## src/design/ifs_pkg.sv

```systemverilog
// ifs_pkg: shared types and constants of the ipd frame stripper
// holds marker bytes, parse mode codes and the controller/datapath interface structs
// no dependencies
package ifs_pkg;

	localparam int unsigned HOLD_DEPTH = 10;
	localparam int unsigned CNT_W      = $clog2(HOLD_DEPTH + 1);
	localparam int unsigned IDX_W      = $clog2(HOLD_DEPTH);
	localparam int unsigned HDR_LEN    = 9;
	localparam int unsigned TRM_LEN    = 10;

	typedef logic [7:0] byte_t;

	localparam byte_t HDR_MARK [HDR_LEN] = '{
		8'h0D, 8'h0A, 8'h0D, 8'h0A, 8'h2B, 8'h49, 8'h50, 8'h44, 8'h2C
	};
	localparam byte_t TRM_MARK [TRM_LEN] = '{
		8'h0D, 8'h0A, 8'h43, 8'h4C, 8'h4F, 8'h53, 8'h45, 8'h44, 8'h0D, 8'h0A
	};
	localparam byte_t COLON = 8'h3A;

	localparam logic [1:0] MODE_COPY   = 2'd0;
	localparam logic [1:0] MODE_SKIP   = 2'd1;
	localparam logic [1:0] MODE_CLOSED = 2'd2;

	typedef struct packed {
		logic load;
		logic append;
		logic release_old;
		logic hdr_hit;
		logic trm_hit;
		logic finish;
	} cmd_t;

	typedef struct packed {
		logic [1:0] mode;
		logic       fend;
		logic       full;
		logic       empty;
		logic       hdr_done;
		logic       trm_done;
		logic       prefix_ok;
		logic       emit_ok;
		logic       flush_ok;
	} sts_t;

endpackage

```

## src/design/ifs_ctrl.sv

```systemverilog
// ifs_ctrl: sequencing state machine of the ipd frame stripper
// issues ifs_pkg::cmd_t commands from ifs_pkg::sts_t status of ifs_datapath
// depends on ifs_pkg
module ifs_ctrl (
	input  logic          clk,
	input  logic          arst_n,
	input  logic          in_valid,
	output logic          in_stall,
	input  ifs_pkg::sts_t sts,
	output ifs_pkg::cmd_t cmd
);

	localparam logic [1:0] ST_IDLE   = 2'd0;
	localparam logic [1:0] ST_APPEND = 2'd1;
	localparam logic [1:0] ST_SCAN   = 2'd2;
	localparam logic [1:0] ST_FEND   = 2'd3;

	logic [1:0] state_q;
	logic [1:0] state_d;

	assign in_stall = (state_q != ST_IDLE);

	always_comb begin
		cmd     = '0;
		state_d = state_q;
		case (state_q)
			ST_IDLE: begin
				if (in_valid) begin
					cmd.load = 1'b1;
					state_d  = (sts.mode == ifs_pkg::MODE_COPY) ? ST_APPEND : ST_FEND;
				end
			end
			ST_APPEND: begin
				if (!sts.full) begin
					cmd.append = 1'b1;
					state_d    = ST_SCAN;
				end else if (sts.emit_ok) begin
					cmd.release_old = 1'b1;
				end
			end
			ST_SCAN: begin
				if (sts.hdr_done) begin
					cmd.hdr_hit = 1'b1;
					state_d     = ST_FEND;
				end else if (sts.trm_done) begin
					if (sts.emit_ok) begin
						cmd.trm_hit = 1'b1;
						state_d     = ST_FEND;
					end
				end else if (sts.prefix_ok) begin
					state_d = ST_FEND;
				end else if (sts.emit_ok) begin
					cmd.release_old = 1'b1;
				end
			end
			ST_FEND: begin
				if (sts.fend && !sts.empty) begin
					if (sts.emit_ok) begin
						cmd.release_old = 1'b1;
					end
				end else if (sts.flush_ok) begin
					cmd.finish = 1'b1;
					state_d    = ST_IDLE;
				end
			end
			default: begin
				state_d = ST_IDLE;
			end
		endcase
	end

	always_ff @(posedge clk or negedge arst_n) begin
		if (!arst_n) begin
			state_q <= ST_IDLE;
		end else begin
			state_q <= state_d;
		end
	end

endmodule

```

## src/design/ifs_datapath.sv

```systemverilog
// ifs_datapath: hold window, marker compare, parse mode and result registers
// executes ifs_pkg::cmd_t commands, reports ifs_pkg::sts_t status
// depends on ifs_pkg
module ifs_datapath (
	input  logic          clk,
	input  logic          arst_n,
	input  logic [7:0]    in_byte,
	input  logic          frame_end,
	input  ifs_pkg::cmd_t cmd,
	output ifs_pkg::sts_t sts,
	output logic          out_valid,
	input  logic          out_stall,
	output logic [7:0]    out_byte,
	output logic          data_valid,
	output logic          run_last,
	output logic          closed_seen
);

	ifs_pkg::byte_t             win_q [ifs_pkg::HOLD_DEPTH];
	logic [ifs_pkg::CNT_W-1:0]  count_q;
	logic [1:0]                 mode_q;
	ifs_pkg::byte_t             byte_q;
	logic                       fend_q;

	logic                       pend_v_q;
	ifs_pkg::byte_t             pend_byte_q;
	logic                       pend_dv_q;
	logic                       pend_cl_q;

	logic                       out_v_q;
	ifs_pkg::byte_t             out_byte_q;
	logic                       out_dv_q;
	logic                       out_last_q;
	logic                       out_cl_q;

	logic                       out_free;
	logic                       emit;
	ifs_pkg::byte_t             emit_byte;
	logic                       emit_dv;
	logic                       emit_cl;
	logic                       hdr_pre;
	logic                       trm_pre;

	always_comb begin
		hdr_pre = (count_q <= ifs_pkg::CNT_W'(ifs_pkg::HDR_LEN));
		trm_pre = (count_q <= ifs_pkg::CNT_W'(ifs_pkg::TRM_LEN));
		for (int i = 0; i < ifs_pkg::HDR_LEN; i++) begin
			if ((ifs_pkg::CNT_W'(i) < count_q) && (win_q[i] != ifs_pkg::HDR_MARK[i])) begin
				hdr_pre = 1'b0;
			end
		end
		for (int i = 0; i < ifs_pkg::TRM_LEN; i++) begin
			if ((ifs_pkg::CNT_W'(i) < count_q) && (win_q[i] != ifs_pkg::TRM_MARK[i])) begin
				trm_pre = 1'b0;
			end
		end
	end

	assign out_free = !out_v_q || !out_stall;

	always_comb begin
		sts           = '0;
		sts.mode      = mode_q;
		sts.fend      = fend_q;
		sts.full      = (count_q >= ifs_pkg::CNT_W'(ifs_pkg::HOLD_DEPTH));
		sts.empty     = (count_q == '0);
		sts.hdr_done  = (count_q == ifs_pkg::CNT_W'(ifs_pkg::HDR_LEN)) && hdr_pre;
		sts.trm_done  = (count_q == ifs_pkg::CNT_W'(ifs_pkg::TRM_LEN)) && trm_pre;
		sts.prefix_ok = (count_q == '0) || hdr_pre || trm_pre;
		sts.emit_ok   = !pend_v_q || out_free;
		sts.flush_ok  = !pend_v_q || out_free;
	end

	assign emit      = cmd.release_old || cmd.trm_hit;
	assign emit_byte = cmd.trm_hit ? 8'h00 : win_q[0];
	assign emit_dv   = !cmd.trm_hit;
	assign emit_cl   = cmd.trm_hit;

	// window, input byte and result data storage, no reset
	always_ff @(posedge clk) begin
		if (cmd.load) begin
			byte_q <= in_byte;
		end
		if (cmd.append) begin
			win_q[count_q[ifs_pkg::IDX_W-1:0]] <= byte_q;
		end else if (cmd.release_old) begin
			for (int i = 0; i < ifs_pkg::HOLD_DEPTH - 1; i++) begin
				win_q[i] <= win_q[i+1];
			end
		end
		if (emit) begin
			pend_byte_q <= emit_byte;
			pend_dv_q   <= emit_dv;
			pend_cl_q   <= emit_cl;
		end
		if ((emit || cmd.finish) && pend_v_q) begin
			out_byte_q <= pend_byte_q;
			out_dv_q   <= pend_dv_q;
			out_cl_q   <= pend_cl_q;
			out_last_q <= cmd.finish;
		end
	end

	always_ff @(posedge clk or negedge arst_n) begin
		if (!arst_n) begin
			count_q  <= '0;
			mode_q   <= ifs_pkg::MODE_COPY;
			fend_q   <= 1'b0;
			pend_v_q <= 1'b0;
			out_v_q  <= 1'b0;
		end else begin
			if (cmd.load) begin
				fend_q <= frame_end;
				if ((mode_q == ifs_pkg::MODE_SKIP) && (in_byte == ifs_pkg::COLON)) begin
					mode_q <= ifs_pkg::MODE_COPY;
				end
			end
			if (cmd.append) begin
				count_q <= count_q + 1'b1;
			end else if (cmd.release_old) begin
				count_q <= count_q - 1'b1;
			end else if (cmd.hdr_hit) begin
				count_q <= '0;
				mode_q  <= ifs_pkg::MODE_SKIP;
			end else if (cmd.trm_hit) begin
				count_q <= '0;
				mode_q  <= ifs_pkg::MODE_CLOSED;
			end else if (cmd.finish && fend_q) begin
				count_q <= '0;
				mode_q  <= ifs_pkg::MODE_COPY;
			end
			if (emit) begin
				pend_v_q <= 1'b1;
			end else if (cmd.finish) begin
				pend_v_q <= 1'b0;
			end
			if ((emit || cmd.finish) && pend_v_q) begin
				out_v_q <= 1'b1;
			end else if (!out_stall) begin
				out_v_q <= 1'b0;
			end
		end
	end

	assign out_valid   = out_v_q;
	assign out_byte    = out_byte_q;
	assign data_valid  = out_dv_q;
	assign run_last    = out_last_q;
	assign closed_seen = out_cl_q;

endmodule

```

## src/design/ipd_frame_stripper_core.sv

```systemverilog
// ipd_frame_stripper_core: top level of the ipd frame stripper
// instantiates ifs_ctrl and ifs_datapath, depends on ifs_pkg
//
// Strips the CR LF CR LF "+IPD," header and its length digits through ':' from a modem
// byte stream, passes payload bytes, and reports the CR LF "CLOSED" CR LF terminator as one
// result with closed_seen set; bytes after it are dropped until a frame_end byte resets the
// block. Bytes that may still begin a marker are held in a ten-byte window and released in
// order once the window stops matching. A byte in copy mode passes the controller's append,
// scan and frame-end steps, with one release step for each held byte released; a byte
// outside copy mode goes straight to the frame-end step. No new byte is taken until idle.
// Each result for a byte is delayed by one slot so run_last can be set on the final one.
module ipd_frame_stripper_core (
	input  logic       clk,
	input  logic       arst_n,
	input  logic       in_valid,
	output logic       in_stall,
	input  logic [7:0] in_byte,
	input  logic       frame_end,
	output logic       out_valid,
	input  logic       out_stall,
	output logic [7:0] out_byte,
	output logic       data_valid,
	output logic       run_last,
	output logic       closed_seen
);

	ifs_pkg::cmd_t cmd;
	ifs_pkg::sts_t sts;

	ifs_ctrl u_ctrl (
		.clk      (clk),
		.arst_n   (arst_n),
		.in_valid (in_valid),
		.in_stall (in_stall),
		.sts      (sts),
		.cmd      (cmd)
	);

	ifs_datapath u_datapath (
		.clk         (clk),
		.arst_n      (arst_n),
		.in_byte     (in_byte),
		.frame_end   (frame_end),
		.cmd         (cmd),
		.sts         (sts),
		.out_valid   (out_valid),
		.out_stall   (out_stall),
		.out_byte    (out_byte),
		.data_valid  (data_valid),
		.run_last    (run_last),
		.closed_seen (closed_seen)
	);

endmodule

```

## config.mk

```make
export PLATFORM = sky130hd
export DESIGN_NAME = ipd_frame_stripper_core
export DESIGN_NICKNAME = d
export VERILOG_FILES = /design/src/design/ifs_pkg.sv /design/src/design/ifs_ctrl.sv /design/src/design/ifs_datapath.sv /design/src/design/ipd_frame_stripper_core.sv
export SDC_FILE = /design/constraint.sdc
export NUM_CORES = 1
export LEC_CHECK = 0
export BUFFER_PORTS_ARGS = -buffer_cell sky130_fd_sc_hd__buf_2
export CAP_MARGIN = 10
export CORE_MARGIN = 3
export CORE_UTILIZATION = 40
export DETAILED_ROUTE_END_ITERATION = 10
export PLACE_DENSITY = 0.63
export SETUP_SLACK_MARGIN = 0.05
export SYNTH_ARGS = -nofsm -noshare
export SYNTH_HDL_FRONTEND = slang
export SYNTH_HIERARCHICAL = 1
export SYNTH_SLANG_ARGS = --single-unit
```

## constraint.sdc

```tcl
create_clock -name clk -period 4.72 [get_ports clk]
set_clock_uncertainty 0.1 [all_clocks]
set_input_delay 0.236 -clock clk [delete_from_list [all_inputs] [get_ports clk]]
set_output_delay 0.236 -clock clk [all_outputs]
set_load 0.005 [all_outputs]
```

* Word level (Yosys, flattened, before mapping)
Memories as Yosys holds them, arrays and structs flattened. Index checks and enable logic that the tools add are counted.
Cells by class: add/sub/neg operators 2, magnitude comparators 13, equality and inequality tests 30, mux-type cells 70, reduce and logical (&&, ||, !) cells 41
Operators by type and width (count):
- $ne 8x7->1 const B | 8
- $ne 8x4->1 const B | 6
- $mux 1 | 44
- $mux 2 | 17
- $mux 4 | 6
- $logic_and 1x1->1 | 22
- $lt 3x4->1 const A | 4
- $ne 8x6->1 const B | 2
- $eq 4x4->1 const B | 2
- $eq 8x6->1 const B | 1
- $le 4x4->1 const B | 2
- $lt 1x4->1 const A | 2
- $lt 2x4->1 const A | 2
- $lt 4x4->1 const A | 2
- $mux 8 | 1
- $ne 2x2->1 const B | 4
- $ne 4x4->1 const B | 2
- $pmux 2 s4 | 1
- $reduce_or 8->1 | 1
- $logic_or 1x1->1 | 6
- $reduce_and 6->1 | 1
- $logic_not 1->1 | 5
- $reduce_bool 5->1 | 1
- $add 4x1->4 const B | 1
- 9 further kinds | 13
Word-level totals: bits in registers 40, memory bits (writable) 80, output and inout port bits 13, word-level logic and storage cells 171, memories kept 1
Memory list:
- u_datapath.win_q | depth 10, bits a word 8, read ports 10, clocked after memory_dff 0, write ports 9, RTL line ifs_datapath.sv:19 | ifs_pkg::byte_t win_q [ifs_pkg::HOLD_DEPTH];

* Logic depth before layout (Yosys ltp)
depth in word-level cells 22, mapped depth 16, depth with buffers taken out 15

* Modules after synthesis
The synthesis kept the hierarchy.
By module, submodules not included:
- ifs_datapath | instances 1, cells an instance 359, area an instance 5182.5 um^2
- ifs_ctrl | instances 1, cells an instance 37, area an instance 309.0 um^2

* Worst setup path after synthesis
OpenSTA, ideal clock, no wires.
kind reg2reg, from reg u_datapath/count_q[1] (netlist bit), to mem u_datapath/win_q[7][0] (netlist bit), enable pin, setup time 0.326 ns, arrival 3.037 ns, path slack 1.257 ns, stages on the path, launching flop included 16, path buffers 2, cell sequence dfrtp_1 inv_1 ha_1 and2b_2 a211oi_1 a2111oi_0 nand3_1 nor4_2 nor2b_4 nor3b_2 nor2_1 nor3b_1 nor2b_1 buf_2 buf_1 a21o_1
RTL lines:
- start: declaration | RTL line ifs_datapath.sv:20 | logic [ifs_pkg::CNT_W-1:0] count_q;
- start signal: assignment | RTL line ifs_datapath.sv:119 | count_q <= count_q + 1'b1;
- start signal: assignment | RTL line ifs_datapath.sv:121 | count_q <= count_q - 1'b1;
- end: declaration | RTL line ifs_datapath.sv:19

==> qor.yml <==
worst_setup_path_start_kind: "flip-flop"
cts_buffers: 17
p_int_mw: 3.20
wl_per_cell_um: 18.1
area_delta_synth_final_pct: 17.2
finalMaxSlewViolations: 0
cts_max_path_buffers: 2
cts_sinks: 120
cts.clk_slew.worst_paths_ps: 50
drv_cap: 0
met3_usage: 0.0416
drtAntennaViolNets: 0
pwr-share-clk: 0.247
io_buffers: 25
grt_pass1_vias: 3415
path_class: "reg2reg"
post-route-period-util: 0.923
hold_viol_final: 0
rows: 42
yosys.area.top_type: "edfxtp_1"
syn_area_per_cell_um2: 13.9
crit_path_max_fanout: 25
leakagePower_nw: 2.64
fp.dieArea_mm2: 0.0152
synth_seq_cells: 120
postSynth.asyncResetShare: 0.0917
dpl-instance-area_mm2: 0.00578
holdWs_ps: 140
cts-resized-gates: 0
die_w_um: 123
yosysSeqAreaShare: 0.646
fmax_mhz: 230
hold_class: "in2async"
yosys_warnings: 6
synth_cell_types: 61
gp_congestion: 0.853
place_inst: 580
worst_slew_pin_slew_ps: 1180
pin_count: 26
cts_tree: "done"
drt-total-wl_mm: 11.3
start_util: 0.411
switching_power_mw: 1.61
drtIter0Drc: 321
root_buffer: "clkbuf_16"
synth_top_area_frac: 0.596
nFillCells: 1167
synth_ff_type: "edfxtp_1"
fp.coreArea_mm2: 0.0133
synthCells: 396
end_kind: "flip-flop"
final_nets: 457
final_area_mm2: 0.00644
via_per_inst: 5.34
cts.htree.levels: 4
dr.pass1.iters: 4
synth_edf_count: 109
grt_util_met1: 0.209
required_ps: 4890
grt.total_usage: 0.163
hpwl_mm: 7.74
worst_slew_margin_rel: 0.212
synth_top_cells_by_count: "109 x edfxtp_1, 78 x a21o_1, 21 x nor2b_1"
synth_most_common_cell: "edfxtp_1"
grt_pass1_wl_mm: 18.3
antenna-diode-count: 0
finalCriticalPeriod_ps: 4360
ff2ff_setup_slack_ps: 360
power_frac_seq: 0.432
power_frac_comb: 0.321
synth_fp_nets: 419
critPathArrivalTime_ps: 4520
busiest_layer: "met2"
die_h_um: 123
setup_tns_ps: 0
status: "completed"
ir_worst_vdd_mv: 0.384
fin_cells: 622
antenna_found_initial: 0
num_vias: 3320
power_density_mw_per_mm2: 748
clock_latency_ps: 410
swShare: 0.335
layout-drive-gt1-share: 0.193
drcViolationCount: 0
grt-ovfl-total: 0
rsz0062_at_grt: "no"
synthTopCellsByArea: "edfxtp_1 60%, a21o_1 11%, dfrtp_1 5.0%"
synth_area_mm2: 0.00549
met2_usage: 0.265
setup_viol: 0
grt_max_degree: 34
final timing paths:
kind | from | end | cells past startpoint
min | arst_n | u_datapath/mode_q[0]$_DFF_PN0_ | 2
max in group asynchronous | arst_n | u_datapath/count_q[2]$_DFFE_PN0P_ | 2
min reg2reg | u_datapath/pend_byte_q[1]$_SDFFCE_PP0P_ | u_datapath/out_byte[1]$_DFFE_PP_ | 0
max reg2reg | u_datapath/count_q[1]$_DFFE_PN0P_ | u_datapath/win_q[8][3]$_DFFE_PP_ | 14
min in group clk | in_valid | u_datapath/byte_q[7]$_DFFE_PP_ | 4
max | u_datapath/count_q[1]$_DFFE_PN0P_ | u_datapath/win_q[8][3]$_DFFE_PP_ | 14
metrics by stage:
stage           util  worst slack (ps)  total power [mW]
2_1_floorplan      -              1260              3.16
3_3_place_gp   0.433               534              3.59
3_5_place_dp   0.433               479              3.63
4_1_cts        0.482               445              4.84
5_1_grt        0.482               174              5.12
6_report       0.482               363              4.81
placed cells by master, fill, tap and decap left out, types with 4 or more instances in the layout:
master,instances
ha_1,10
nor2b_1,20
o21ai_0,6
inv_1,14
buf_2,25
nor4b_1,8
nor3_1,4
a21o_1,78
nand4_1,7
dlygate4sd3_1,11
buf_4,7
edfxtp_1,109
nor2_1,15
nand2_1,12
nand3_1,5
clkinv_2,4
clkbuf_1,5
clkbuf_16,17
a31o_2,4
a21oi_1,9
dfrtp_1,11
metal layers:
metal | vias to the layer above | share of wire | routed length [um]
met1 | 1642 | 0.44 | 4930
met4 | 0 | 0.018 | 207
met5 | - | 0 | 0
li1 | 1587 | - | -
met2 | 78 | 0.50 | 5630
met3 | 13 | 0.044 | 500
flip-flops by register name, summed over array words and instances (netlist names):
name	flops
u_datapath/closed_seen	1
u_ctrl/state_q	2
u_datapath/pend_v_q	1
u_datapath/pend_cl_q	1
u_datapath/data_valid	1
u_datapath/out_byte	8
u_datapath/count_q	4
u_datapath/byte_q	8
u_datapath/pend_dv_q	1
u_datapath/win_q	80
u_datapath/out_valid	1
u_datapath/pend_byte_q	8
u_datapath/mode_q	2
u_datapath/run_last	1
u_datapath/fend_q	1
cells by family (layout without fill, tap and decap cells):
logic type	count (synthesis)	after routing	synth area share
adders and majority gates	10	10	0.0228
xor gates and xnor gates	3	3	0.00479
and+or+nand+nor	102	102	0.126
buffers and inverters	39	89	0.0317
muxes	3	3	0.00570
DFF	120	120	0.646
AOI/OAI and AO/OA	119	119	0.163
critical path, cell delays in order (launching register included):
cell and delay [ps]:
dfrtp_1 480, inv_1 200, ha_1 270, and2b_2 220, a211oi_1 60, a2111oi_0 490, nand3_1 230, nor4_2 370
nor2b_4 80, nor3b_2 170, nor2_1 130, nor3b_1 100, nor2b_4 230, nor2b_1 930, a21o_1 170
cell type report:
class,count,area (um2),area share
sequential,120,3550,0.551
multi-input combinational,237,1780,0.276
clock buffer,22,444,0.0690
timing repair buffer,43,288,0.0447
tap,176,220,0.0342
clock inverter,9,103,0.0159
inverter,15,56.3,0.00875
power by group through the flow:
stage	clock network [mW]	logic, mW	registers (mW)
after detailed placement	0	1.53	2.10
after CTS	1.21	1.55	2.08
after floorplan	0	1.16	2.00
after global routing	1.27	1.72	2.13
after global placement	0	1.51	2.08
final	1.19	1.54	2.08
what timing repair did:
item | 4_1_cts | 5_1_grt
setup endpoints to repair | 0 | 0
setup buffers | 0 | 0
endpoints found under the hold margin | 21 | 0
hold buffers | 11 | 0
Note: power is estimated with default switching activity, not from simulation.
